===== src/rtl/snhf_pkg.sv =====
// shared types, constants and helpers for the static next-hop forwarder
// no dependencies; imported by snhf_decide and the top level
`default_nettype none

package snhf_pkg;

  localparam int unsigned TABLE_ENTRIES_DEFAULT = 256;

  localparam logic [7:0] ADDR_BROADCAST = 8'hFF;

  // verdict codes
  localparam logic [2:0] VERDICT_FORWARD    = 3'd0;
  localparam logic [2:0] VERDICT_DELIVER    = 3'd1;
  localparam logic [2:0] VERDICT_DROP_LOOP  = 3'd2;
  localparam logic [2:0] VERDICT_NOT_MINE   = 3'd3;
  localparam logic [2:0] VERDICT_NO_ROUTE   = 3'd4;
  localparam logic [2:0] VERDICT_ROUTE_ACK  = 3'd5;

  // input item action codes
  localparam logic ACTION_PACKET = 1'b0;
  localparam logic ACTION_ROUTE  = 1'b1;

  // configuration register indexes
  localparam int unsigned CFG_INDEX_WIDTH = 1;
  localparam int unsigned CFG_DATA_WIDTH  = 8;
  localparam logic [CFG_INDEX_WIDTH-1:0] CFG_NODE_ADDRESS       = 1'd0;
  localparam logic [CFG_INDEX_WIDTH-1:0] CFG_ROUTE_HEADER_BYTES = 1'd1;

  typedef struct packed {
    logic        action;
    logic [7:0]  source_address;
    logic [7:0]  destination_address;
    logic [7:0]  incoming_next_hop;
    logic [7:0]  forward_count;
    logic [15:0] packet_bytes;
    logic        going_up;
    logic [7:0]  route_owner;
    logic [7:0]  route_destination;
    logic [7:0]  route_hop;
  } req_item_t;

  typedef struct packed {
    logic [2:0]  verdict;
    logic [7:0]  outgoing_next_hop;
    logic [7:0]  new_forward_count;
    logic [15:0] new_packet_bytes;
    logic        route_stored;
  } rsp_item_t;

  // one table word: valid flag and stored hop
  typedef struct packed {
    logic       valid;
    logic [7:0] hop;
  } hop_entry_t;

  // true when an 8-bit address has a slot in a table of the given size
  function automatic logic addr_in_table(logic [7:0] addr, int unsigned entries);
    return 32'(addr) < entries;
  endfunction

endpackage

`default_nettype wire


===== src/rtl/snhf_ram.sv =====
// generic single-port ram with registered read (read-first)
// no dependencies
`default_nettype none

module snhf_ram #(
  parameter int unsigned WIDTH = 8,
  parameter int unsigned DEPTH = 256,
  localparam int unsigned AW = (DEPTH > 1) ? $clog2(DEPTH) : 1
) (
  input  wire logic             clk,
  input  wire logic             en,
  input  wire logic             we,
  input  wire logic [AW-1:0]    addr,
  input  wire logic [WIDTH-1:0] wdata,
  output logic      [WIDTH-1:0] rdata
);

  logic [WIDTH-1:0] mem [DEPTH];

  always_ff @(posedge clk) begin
    if (en) begin
      if (we) begin
        mem[addr] <= wdata;
      end
      rdata <= mem[addr];
    end
  end

endmodule

`default_nettype wire


===== src/rtl/snhf_decide.sv =====
// verdict and result field logic for one registered item plus its table word
// depends on snhf_pkg
`default_nettype none

module snhf_decide
  import snhf_pkg::*;
#(
  parameter int unsigned TABLE_ENTRIES = TABLE_ENTRIES_DEFAULT
) (
  input  wire req_item_t  item,
  input  wire hop_entry_t entry,
  input  wire logic [7:0] node_address,
  input  wire logic [7:0] route_header_bytes,
  output rsp_item_t       result
);

  logic        from_here;
  logic [7:0]  fc_inc;
  logic [16:0] size_sum;
  logic [15:0] size_new;
  logic        for_here;
  logic        route_hit;

  always_comb begin
    from_here = item.source_address == node_address;
    fc_inc    = (item.forward_count == 8'hFF) ? 8'hFF : item.forward_count + 8'd1;
    size_sum  = {1'b0, item.packet_bytes} + {9'b0, route_header_bytes};
    // originating packet grows by the header, saturating
    if (from_here) begin
      size_new = size_sum[16] ? 16'hFFFF : size_sum[15:0];
    end else begin
      size_new = item.packet_bytes;
    end
    for_here  = item.destination_address == ADDR_BROADCAST
             || item.destination_address == node_address;
    route_hit = entry.valid && addr_in_table(item.destination_address, TABLE_ENTRIES);

    result = '0;
    if (item.action == ACTION_ROUTE) begin
      result.verdict      = VERDICT_ROUTE_ACK;
      result.route_stored = item.route_owner == node_address
                         && addr_in_table(item.route_destination, TABLE_ENTRIES);
    end else if (from_here && item.forward_count != 8'd0) begin
      result.verdict = VERDICT_DROP_LOOP;
    end else if (!from_here && item.incoming_next_hop != node_address) begin
      result.verdict = VERDICT_NOT_MINE;
    end else if (item.going_up && for_here) begin
      result.verdict           = VERDICT_DELIVER;
      result.outgoing_next_hop = item.incoming_next_hop;
      result.new_forward_count = fc_inc;
      result.new_packet_bytes  = size_new;
    end else if (item.destination_address == ADDR_BROADCAST) begin
      result.verdict           = VERDICT_FORWARD;
      result.outgoing_next_hop = ADDR_BROADCAST;
      result.new_forward_count = fc_inc;
      result.new_packet_bytes  = size_new;
    end else if (route_hit) begin
      result.verdict           = VERDICT_FORWARD;
      result.outgoing_next_hop = entry.hop;
      result.new_forward_count = fc_inc;
      result.new_packet_bytes  = size_new;
    end else begin
      result.verdict = VERDICT_NO_ROUTE;
    end
  end

endmodule

`default_nettype wire


===== src/rtl/static_next_hop_forwarder_top.sv =====
// static next-hop forwarder: an accepted item and its table word are registered in s1,
// then the decided result is registered in rsp, where rsp_valid marks it
// throughput one item per cycle while rsp_stall is low, set by the single table port
// used once per item; after reset the hop table is swept clear one word at a time,
// with req_stall held high; configuration writes are taken during the sweep
// reset sets node_address and route_header_bytes to 0
// depends on snhf_pkg, snhf_ram, snhf_decide
`default_nettype none

module static_next_hop_forwarder_top
  import snhf_pkg::*;
#(
  parameter int unsigned TABLE_ENTRIES = TABLE_ENTRIES_DEFAULT
) (
  input  wire logic                       clk,
  input  wire logic                       rst,
  // request channel
  input  wire logic                       req_valid,
  output logic                            req_stall,
  input  wire req_item_t                  req,
  // result channel
  output logic                            rsp_valid,
  input  wire logic                       rsp_stall,
  output rsp_item_t                       rsp,
  // configuration write port
  input  wire logic                       cfg_write,
  input  wire logic [CFG_INDEX_WIDTH-1:0] cfg_index,
  input  wire logic [CFG_DATA_WIDTH-1:0]  cfg_data
);

  localparam int unsigned AW = (TABLE_ENTRIES > 1) ? $clog2(TABLE_ENTRIES) : 1;
  localparam logic [AW-1:0] LAST_INDEX = AW'(TABLE_ENTRIES - 1);

  // configuration registers
  logic [7:0] node_address;
  logic [7:0] route_header_bytes;

  // table clear sweep after reset
  logic          clearing;
  logic [AW-1:0] clear_addr;

  // item register in front of the decision logic
  logic      s1_valid;
  req_item_t s1_item;
  logic      s1_move;

  // table port
  logic       accept;
  logic       ram_en;
  logic       ram_we;
  logic [AW-1:0] ram_addr;
  hop_entry_t ram_wdata;
  hop_entry_t ram_rdata;
  logic [7:0] key_addr;
  logic [16:0] key_ext;
  logic       route_write;

  rsp_item_t decided;

  // an item enters when valid and not stalled; the table is read or written then,
  // so the word arrives alongside the item in the next cycle
  assign accept    = req_valid && !req_stall;
  assign s1_move   = s1_valid && (!rsp_valid || !rsp_stall);
  assign req_stall = clearing || (s1_valid && !s1_move);

  always_comb begin
    // route writes address the table by route destination, packets by destination
    key_addr    = (req.action == ACTION_ROUTE) ? req.route_destination
                                               : req.destination_address;
    key_ext     = {9'b0, key_addr};
    route_write = req.action == ACTION_ROUTE
               && req.route_owner == node_address
               && addr_in_table(req.route_destination, TABLE_ENTRIES);

    ram_en = clearing || accept;
    ram_we = clearing || (accept && route_write);
    if (clearing) begin
      ram_addr  = clear_addr;
      ram_wdata = '0;
    end else begin
      ram_addr        = key_ext[AW-1:0];
      ram_wdata.valid = 1'b1;
      ram_wdata.hop   = req.route_hop;
    end
  end

  snhf_ram #(
    .WIDTH ($bits(hop_entry_t)),
    .DEPTH (TABLE_ENTRIES)
  ) u_hop_table (
    .clk   (clk),
    .en    (ram_en),
    .we    (ram_we),
    .addr  (ram_addr),
    .wdata (ram_wdata),
    .rdata (ram_rdata)
  );

  snhf_decide #(
    .TABLE_ENTRIES (TABLE_ENTRIES)
  ) u_decide (
    .item               (s1_item),
    .entry              (ram_rdata),
    .node_address       (node_address),
    .route_header_bytes (route_header_bytes),
    .result             (decided)
  );

  // control state and configuration
  always_ff @(posedge clk) begin
    if (rst) begin
      node_address       <= '0;
      route_header_bytes <= '0;
      clearing           <= 1'b1;
      clear_addr         <= '0;
      s1_valid           <= 1'b0;
      rsp_valid          <= 1'b0;
    end else begin
      if (cfg_write) begin
        unique case (cfg_index)
          CFG_NODE_ADDRESS:       node_address       <= cfg_data;
          CFG_ROUTE_HEADER_BYTES: route_header_bytes <= cfg_data;
          default: ;
        endcase
      end
      // sweep one table word a cycle
      if (clearing) begin
        if (clear_addr == LAST_INDEX) begin
          clearing <= 1'b0;
        end
        clear_addr <= clear_addr + AW'(1);
      end
      if (accept) begin
        s1_valid <= 1'b1;
      end else if (s1_move) begin
        s1_valid <= 1'b0;
      end
      if (s1_move) begin
        rsp_valid <= 1'b1;
      end else if (rsp_valid && !rsp_stall) begin
        rsp_valid <= 1'b0;
      end
    end
  end

  // payload registers
  always_ff @(posedge clk) begin
    if (accept) begin
      s1_item <= req;
    end
    if (s1_move) begin
      rsp <= decided;
    end
  end

endmodule

`default_nettype wire

===== config.mk =====
export PLATFORM = sky130hd
export DESIGN_NAME = static_next_hop_forwarder_top
export DESIGN_NICKNAME = d
export VERILOG_FILES = /design/src/rtl/snhf_pkg.sv /design/src/rtl/snhf_ram.sv /design/src/rtl/snhf_decide.sv /design/src/rtl/static_next_hop_forwarder_top.sv
export SDC_FILE = /design/constraint.sdc
export NUM_CORES = 2
export LEC_CHECK = 0
export BUFFER_PORTS_ARGS = -buffer_cell sky130_fd_sc_hd__buf_4
export CAP_MARGIN = 10
export CELL_PAD_IN_SITES_DETAIL_PLACEMENT = 1
export CELL_PAD_IN_SITES_GLOBAL_PLACEMENT = 1
export CORE_ASPECT_RATIO = 0.9
export CORE_UTILIZATION = 55
export CTS_BUF_LIST = sky130_fd_sc_hd__clkbuf_16
export DETAILED_ROUTE_END_ITERATION = 8
export PLACE_DENSITY_LB_ADDON = 0.1
export SLEW_MARGIN = 25
export SYNTH_ARGS = -nofsm -noshare
export SYNTH_HDL_FRONTEND = slang
export SYNTH_HIERARCHICAL = 1
export SYNTH_SLANG_ARGS = --single-unit

===== constraint.sdc =====
create_clock -name clk -period 11.9 [get_ports clk]
set_input_delay 2.975 -clock clk [delete_from_list [all_inputs] [get_ports clk]]
set_output_delay 2.975 -clock clk [all_outputs]
set_load 0.02 [all_outputs]

==> results by group <==
Outcome
  – Status: finished, violations left
  – Violated checks: design-rule violations

Detailed routing
  – DRT Pass-1 Iters: 9
  – DRC Markers: 76
  – Vias: 46460
  – Total wire length: 242.4 mm
  – Drt initial violations: 5600
  – Routed vias/inst: 6.618
  – ANT nets after route: 0
  – Drt wl/cell: 34.52 µm

Global routing
  – GRT Total Usage: 0.2838
  – Vias in the first global route: 47570
  – Largest net degree at the start of global routing: 206
  – GRT overflow: 0
  – Initial antenna violation count: 15
  – Global-route wire length before repair: 348.6 mm

Floorplan
  – Starting Density: 0.5547
  – Die Wd: 437.1 µm
  – Die area: 172000 µm²
  – Die H: 393.6 µm
  – IO Pins: 126
  – Num rows: 143
  – CORE AREA: 168900 µm²

Finish
  – Layout Utilization: 0.6192
  – Share of cells above drive strength 1: 0.2493
  – Finished Layout Cells: 7021
  – Synth-to-layout area growth: 11.63%
  – Fillers: 13700
  – NumNets Final: 4695

Setup path
  – Setup crit start: req[73]
  – Startpoint types: primary input
  – CP cell instances: buf_4 > mux2i_1 > o21ai_4 > buf_12 > buf_4 > buf_4 > mux4_2 > a22oi_1 > a21oi_1 > o41ai_1 > buf_4 > nand4_1
  – Crit path kind: primary input to register
  – Nature of the critical path endpoint: register
  – Critical Path RT: 12.45 ns
  – R2R Path Start: clearing
  – Largest stage delay on the critical path: 1.05 ns
  – CP top delay family: compound AO/OA/AOI/OAI gates
  – Most frequent CP cell: buf_4
  – CP max FO: 59
  – Worst path bufs/invs: 5
  – Slowest stage cell, crit path: o41ai_1
  – CP arrival: 8.07 ns

Timing
  – Slew @ Worst Pin: 1.151 ns
  – Minimum clock period: 7.515 ns
  – Final setup fails: 0
  – RSZ-0062 raised after global routing: false
  – Max-Slew Margin vs Limit: 0.2227
  – Clock skew: 0.03759 ns
  – Setup tns final: 0 ns
  – Fin. Hold Viols: 0
  – Max Transition Viols Final: 0
  – Maximum clock frequency: 0.1331 GHz
  – Fin crit share: 0.6315

Placement
  – DP Wirelength: 142.5 mm
  – I/O Buffers: 125
  – Final GP Congestion: 0.8112
  – Cell total after placement: 6609

Clocking
  – CTS root buf: clkbuf_16
  – CTS buffer count: 229
  – Reg clk slew, reported paths: 0.06 ns
  – CTS H-tree lvls: 4
  – # hold bufs at CTS: 0
  – Post-CTS sizing: 0
  – Clock Path Buffers: 3
  – CTS tree: done
  – # Post-CTS Setup Buffers: 0
  – CTS sink count: 2434
  – Worst-Skew Late Latency: 0.85 ns

Flow run
  – Max_cap viols: 0

Logic synthesis
  – Synthesized area: 93690 µm²
  – Synth warnings: 6
  – Synth Area per Inst: 21.32 µm²
  – Post-Syn Nets: 4494
  – Mapped Cells: 4394

Power and ir drop
  – Leakage power: 33.44 nW
  – Total power: 16.91 mW
  – Power Density: 161.7 nW/µm²
  – Peak VDD IR: 0.1206 mV

Min path
  – HP Start: route_header_bytes[0]
  – Worst Hold Class: register to register
stage by stage:
| step | cell area [µm²] | setup WS (ns) | hold slack, ns |
|---|---|---|---|
| floorplan | 93690 | 1.321 | 0.4406 |
| global placement | 97420 | 3.322 | 0.4567 |
| detailed placement | 97640 | 3.400 | 0.4617 |
| CTS | 104500 | 4.296 | 0.4723 |
| global route | 104600 | 4.124 | 0.4908 |
| finish | 104600 | 4.385 | 0.4737 |
registers in the layout (all words and copies together) (netlist names):
register            cells
node_address            8
u_hop_table/mem      2304
route_header_bytes      8
rsp_valid               1
s1_item                58
clearing                1
u_hop_table/rdata       9
s1_valid                1
clear_addr              8
rsp                    36
worst min-delay path: cells and delay by family, from the launching register on:
| kind | cells | cell delay [ns] |
|---|---|---|
| and+or+nand+nor | 1 | 0.05 |
| AOI/OAI and AO/OA | 1 | 0.05 |
| DFF | 1 | 0.32 |
worst paths after layout:
kind              cells past startpoint  slack, ns                     to
hold reg to reg                       2       0.47  route_header_bytes[0]
setup / recovery                     12       4.38   u_hop_table/rdata[4]
setup reg to reg                     10       6.53   u_hop_table/rdata[4]
hold / removal                        2       0.47  route_header_bytes[0]
metal layers:
| metal | up-vias | GRT usage | routed length (µm) |
|---|---|---|---|
| met5 | - | 0 | 79 |
| met4 | 12 | 0.07436 | 6222 |
| met3 | 339 | 0.05208 | 21930 |
| met2 | 2214 | 0.4333 | 113900 |
| met1 | 25000 | 0.4286 | 100200 |
| li1 | 18900 | - | - |
where the power goes:
part	switching (mW)	leakage, nW	internal [mW]	total [mW]
Combinational	0.444	6.64	0.355	0.799
Clock	3.05	3.60	3.73	6.78
Sequential	0.0362	23.2	9.30	9.34
placed cells by master (no fill, tap or decap), types with 26 or more instances in the layout:
cell / n
clkbuf_16: 234
o41ai_1: 26
clkinv_2: 35
edfxtp_1: 2407
xnor2_1: 38
mux4_2: 576
nand2_1: 46
clkinv_1: 63
a21oi_1: 170
dfxtp_1: 26
buf_4: 210
a22oi_1: 288
inv_1: 69
nor2_1: 271
cell type report:
type	count	area, µm²	share of cell area
tap	2247	2811	0.02688
inverter	11	48.80	0.0004666
sequential	2434	72820	0.6963
clock buffer	234	5856	0.05599
timing repair buffer	235	2042	0.01952
antenna	1	2.502	0.00002393
multi-input combinational	1684	20010	0.1913
clock inverter	175	1002	0.009582
Note: power is estimated with default switching activity, not from simulation.
